## config.mk

```make
export PLATFORM = sky130hd
export DESIGN_NAME = erm_cordic_cell
export DESIGN_NICKNAME = d
export VERILOG_FILES = /design/src/erm_pkg.sv /design/src/erm_cordic_cell.sv
export SDC_FILE = /design/constraint.sdc
export NUM_CORES = 1
export LEC_CHECK = 0
export ABC_AREA = 1
export BUFFER_PORTS_ARGS = -buffer_cell sky130_fd_sc_hd__buf_2
export CORE_UTILIZATION = 58
export DETAILED_ROUTE_END_ITERATION = 8
export GPL_ROUTABILITY_DRIVEN = 0
export GPL_TIMING_DRIVEN = 0
export PLACE_DENSITY = 0.86
export SLEW_MARGIN = 20
export SYNTH_ARGS = -nofsm -noshare
export SYNTH_HDL_FRONTEND = slang
export SYNTH_SLANG_ARGS = --single-unit
```

## constraint.sdc

```tcl
create_clock -name aclk -period 3.15 [get_ports aclk]
set_input_delay 0.945 -clock aclk [delete_from_list [all_inputs] [get_ports aclk]]
set_output_delay 0.945 -clock aclk [all_outputs]
set_load 0.1 [all_outputs]
```

## src/erm_pkg.sv

```systemverilog
// Shared types, constants and CORDIC arctangent table for the Euler-to-matrix unit.
package erm_pkg;

    localparam int ANGLE_BITS_DEF     = 16;
    localparam int COEF_FRAC_BITS_DEF = 14;
    localparam int FIELD_W            = 16;
    localparam int CORDIC_STEPS       = 30;
    localparam int Q_FRAC             = 30;

    // CORDIC start value: gain compensation in Q30
    localparam logic signed [31:0] CORDIC_X0 = 32'sh26DD3B6A;

    // atan(2^-i) in units of 2^32 per turn
    localparam logic [31:0] ATAN_TAB [CORDIC_STEPS] = '{
        32'h20000000, 32'h12E4051E, 32'h09FB385B, 32'h051111D4, 32'h028B0D43,
        32'h0145D7E1, 32'h00A2F61E, 32'h00517C55, 32'h0028BE53, 32'h00145F2F,
        32'h000A2F98, 32'h000517CC, 32'h00028BE6, 32'h000145F3, 32'h0000A2FA,
        32'h0000517D, 32'h000028BE, 32'h0000145F, 32'h00000A30, 32'h00000518,
        32'h0000028C, 32'h00000146, 32'h000000A3, 32'h00000051, 32'h00000029,
        32'h00000014, 32'h0000000A, 32'h00000005, 32'h00000003, 32'h00000001
    };

    // one CORDIC lane word: vector, residual angle, quadrant
    typedef struct packed {
        logic signed [31:0] x;
        logic signed [31:0] y;
        logic signed [32:0] z;
        logic [1:0]         quad;
    } cord_t;

endpackage

```

## src/erm_cordic_cell.sv

```systemverilog
// One CORDIC rotation step with its pipeline register.
module erm_cordic_cell
    import erm_pkg::*;
#(
    parameter int STEP = 0
) (
    input  logic  aclk,
    input  logic  en,
    input  cord_t d_in,
    output cord_t d_out
);

    cord_t cell_reg;
    cord_t cell_next;
    logic signed [31:0] dx;
    logic signed [31:0] dy;
    logic signed [32:0] da;

    // rotate toward zero residual
    always_comb begin
        dx = d_in.y >>> STEP;
        dy = d_in.x >>> STEP;
        da = signed'({1'b0, ATAN_TAB[STEP]});
        cell_next.quad = d_in.quad;
        if (!d_in.z[32]) begin
            cell_next.x = d_in.x - dx;
            cell_next.y = d_in.y + dy;
            cell_next.z = d_in.z - da;
        end else begin
            cell_next.x = d_in.x + dx;
            cell_next.y = d_in.y - dy;
            cell_next.z = d_in.z + da;
        end
    end

    always_ff @(posedge aclk) begin
        if (en) begin
            cell_reg <= cell_next;
        end
    end

    assign d_out = cell_reg;

endmodule

```

==> results.cfg <==
[drt]
routed_wl_mm = 31.57
drt_iter0_drc = 1548
wl_per_cell_um = 15.10
vias_per_cell = 5.489
route.detailed.drc = 0
postRouteAntennaNets = 0
vias = 11480
dr.pass1.iters = 6

[clocking]
cts_tree = done
clk_path_buf_depth = 2
ctsResizeCount = 0
cts.sinks = 98
cts.hold.buffers_added = 0
post_cts_buffers = 0
numCtsBuffers = 9
cts_htree_levels = 3
path_clk_slew_ns = 0.08
root_buffer = clkbuf_16

[sta]
hold_viol_final = 0
post-route-min-period_ns = 2.906
fin_crit_sh_pct = 92.24
final_max_slew_viol_count = 0
rsz0062_at_grt = no
finalSetupViolCount = 0
fmax_mhz = 344.2
hold_slack_ns = 0.7593
worst_slack_ns = 0.2444
max_slew.worst_pin.slew_ns = 0.9391
slew_headroom_pct = 37.39

[cells_and_area]
area_delta_synth_final_pct = 15.37
final_cell_mix = nand2_1, inv_1, buf_2
layout.cells.non_filler = 2091
nNetsFinal = 2062
largest_reg_flops = 98
drive_above_1_share_pct = 14.15
final_common_cell = nand2_1
multiInputGateArea_mm2 = 0.006016
antenna-diode-count = 0
regArea_mm2 = 0.002943
fill_cells = 1549

[power_and_ir_drop]
p_leak_nw = 6.907
vdd_drop_max_mv = 0.5397
finalPower_mw = 5.679
power_density_mw_per_mm2 = 471.6

[yosys]
synth_nets = 1852
avgSynthCellArea_um2 = 6.321
syn_inst = 1651
ys_seq_elements = 98
ys_top_cells_by_area = edfxtp_1, nand2_1, inv_1
yosysTopAreaCell = edfxtp_1
synth_top_cell_area_share_pct = 28.20
ys_warn_count = 0
ys_seq_area_share_pct = 28.20
synth_area_mm2 = 0.01044
synth_cell_types = 34

[grt]
grt_overflow = 0
grt_usage_pct = 34.05
antenna_found_initial = 0
grt_max_degree = 79
grt_pass1_vias = 10090
grt_pass1_wl_mm = 48.57

[floorplan]
row_count = 48
die_height_um = 136.1
die_w_um = 136.1
start_util_pct = 59.92
coreArea_mm2 = 0.01742
dieArea_mm2 = 0.01853
io_pins = 200

[place]
dp.cells = 2075
post-place-ws_ns = -0.05385
port_buffers = 198
dp_hpwl_mm = 25.62

[worst_setup_path]
start_kind = input pin
arrival_ns = 3.09
cp_max_fo = 12
crit_path_end_kind = flop
worstSetupPathType = in2reg
required_ns = 3.33

[run_status]
status = complete, no violations

[worst_hold_path]
hp-class = in2reg

[run]
maxCapViolCount = 0
==> cell families after synthesis <==
family,after synthesis,synth area share (%)
buffers and inverters,375,14.16
xor gates and xnor gates,27,2.266
and+or+nand+nor,915,36.00
adders and majority gates,100,12.28
AOI/OAI and AO/OA,136,7.097
DFF,98,28.20
==> layout make-up <==
cell class                      instances  area share, %
Buffer                                 42          1.891
Clock buffer                            9          1.871
Clock inverter                          7         0.6027
Inverter                              333          10.38
Multi-Input combinational cell       1178          49.96
Sequential cell                        98          24.44
Tap cell                              225          2.338
Timing Repair Buffer                  199          8.511
==> path summary, 6_finish.rpt <==
kind | startpoint | end | cells after the start
worst max-delay path | d_in[34] | d_out[34]$_DFFE_PP_ | 8
worst min-delay path | d_in[15] | d_out[15]$_DFFE_PP_ | 1
==> through the flow <==
| stage | utilization [%] | cell area [µm²] | TNS, ns |
|---|---|---|---|
| after floorplan | - | 10440 | 0 |
| after global placement | 67.23 | 11710 | 0 |
| after detailed placement | 67.42 | 11740 | -0.1178 |
| after CTS | 69.13 | 12040 | 0 |
| after global routing | 69.13 | 12040 | 0 |
| final | 69.13 | 12040 | 0 |
==> synth_stat cells (all sizes together) <==
cell type / instances
o21ai: 36
o21bai: 10
nor3: 7
a31oi: 4
nand3b: 7
xor2: 27
buf: 30
clkbuf: 12
ha: 96
a21oi: 72
nand2: 624
clkinv: 2
a211oi: 1
a21o: 1
nor4: 1
o22ai: 4
fa: 4
and3: 1
nand3: 147
o31ai: 2
nor2: 107
edfxtp: 98
o21a: 6
and2: 2
nand4: 19
inv: 331
==> power by group <==
group          switching (mW)  leakage, nW  internal, mW
registers              0.0357        0.958          1.64
clock network           0.562        0.143         0.561
logic                    2.28         5.81         0.603
total                    2.88         6.91          2.80
==> layer usage <==
layer | global-route usage (%) | vias up | wire, µm | share of wire (%)
met2 | 53.33 | 757 | 13330 | 42
met4 | 18.27 | 0 | 1843 | 5.8
met3 | 5.071 | 152 | 3919 | 12
met1 | 45.10 | 5036 | 12470 | 40
met5 | 0 | - | 0 | 0
li1 | - | 5532 | - | -
==> critical path: stages <==
cell and delay (ns):
clkbuf_1 0.12, inv_1 0.11, clkbuf_1 0.54, buf_1 0.70, ha_1 0.40, nand2_1 0.08, nor2_1 0.04, a211oi_1 0.16
(Power assumes the default switching activity.)
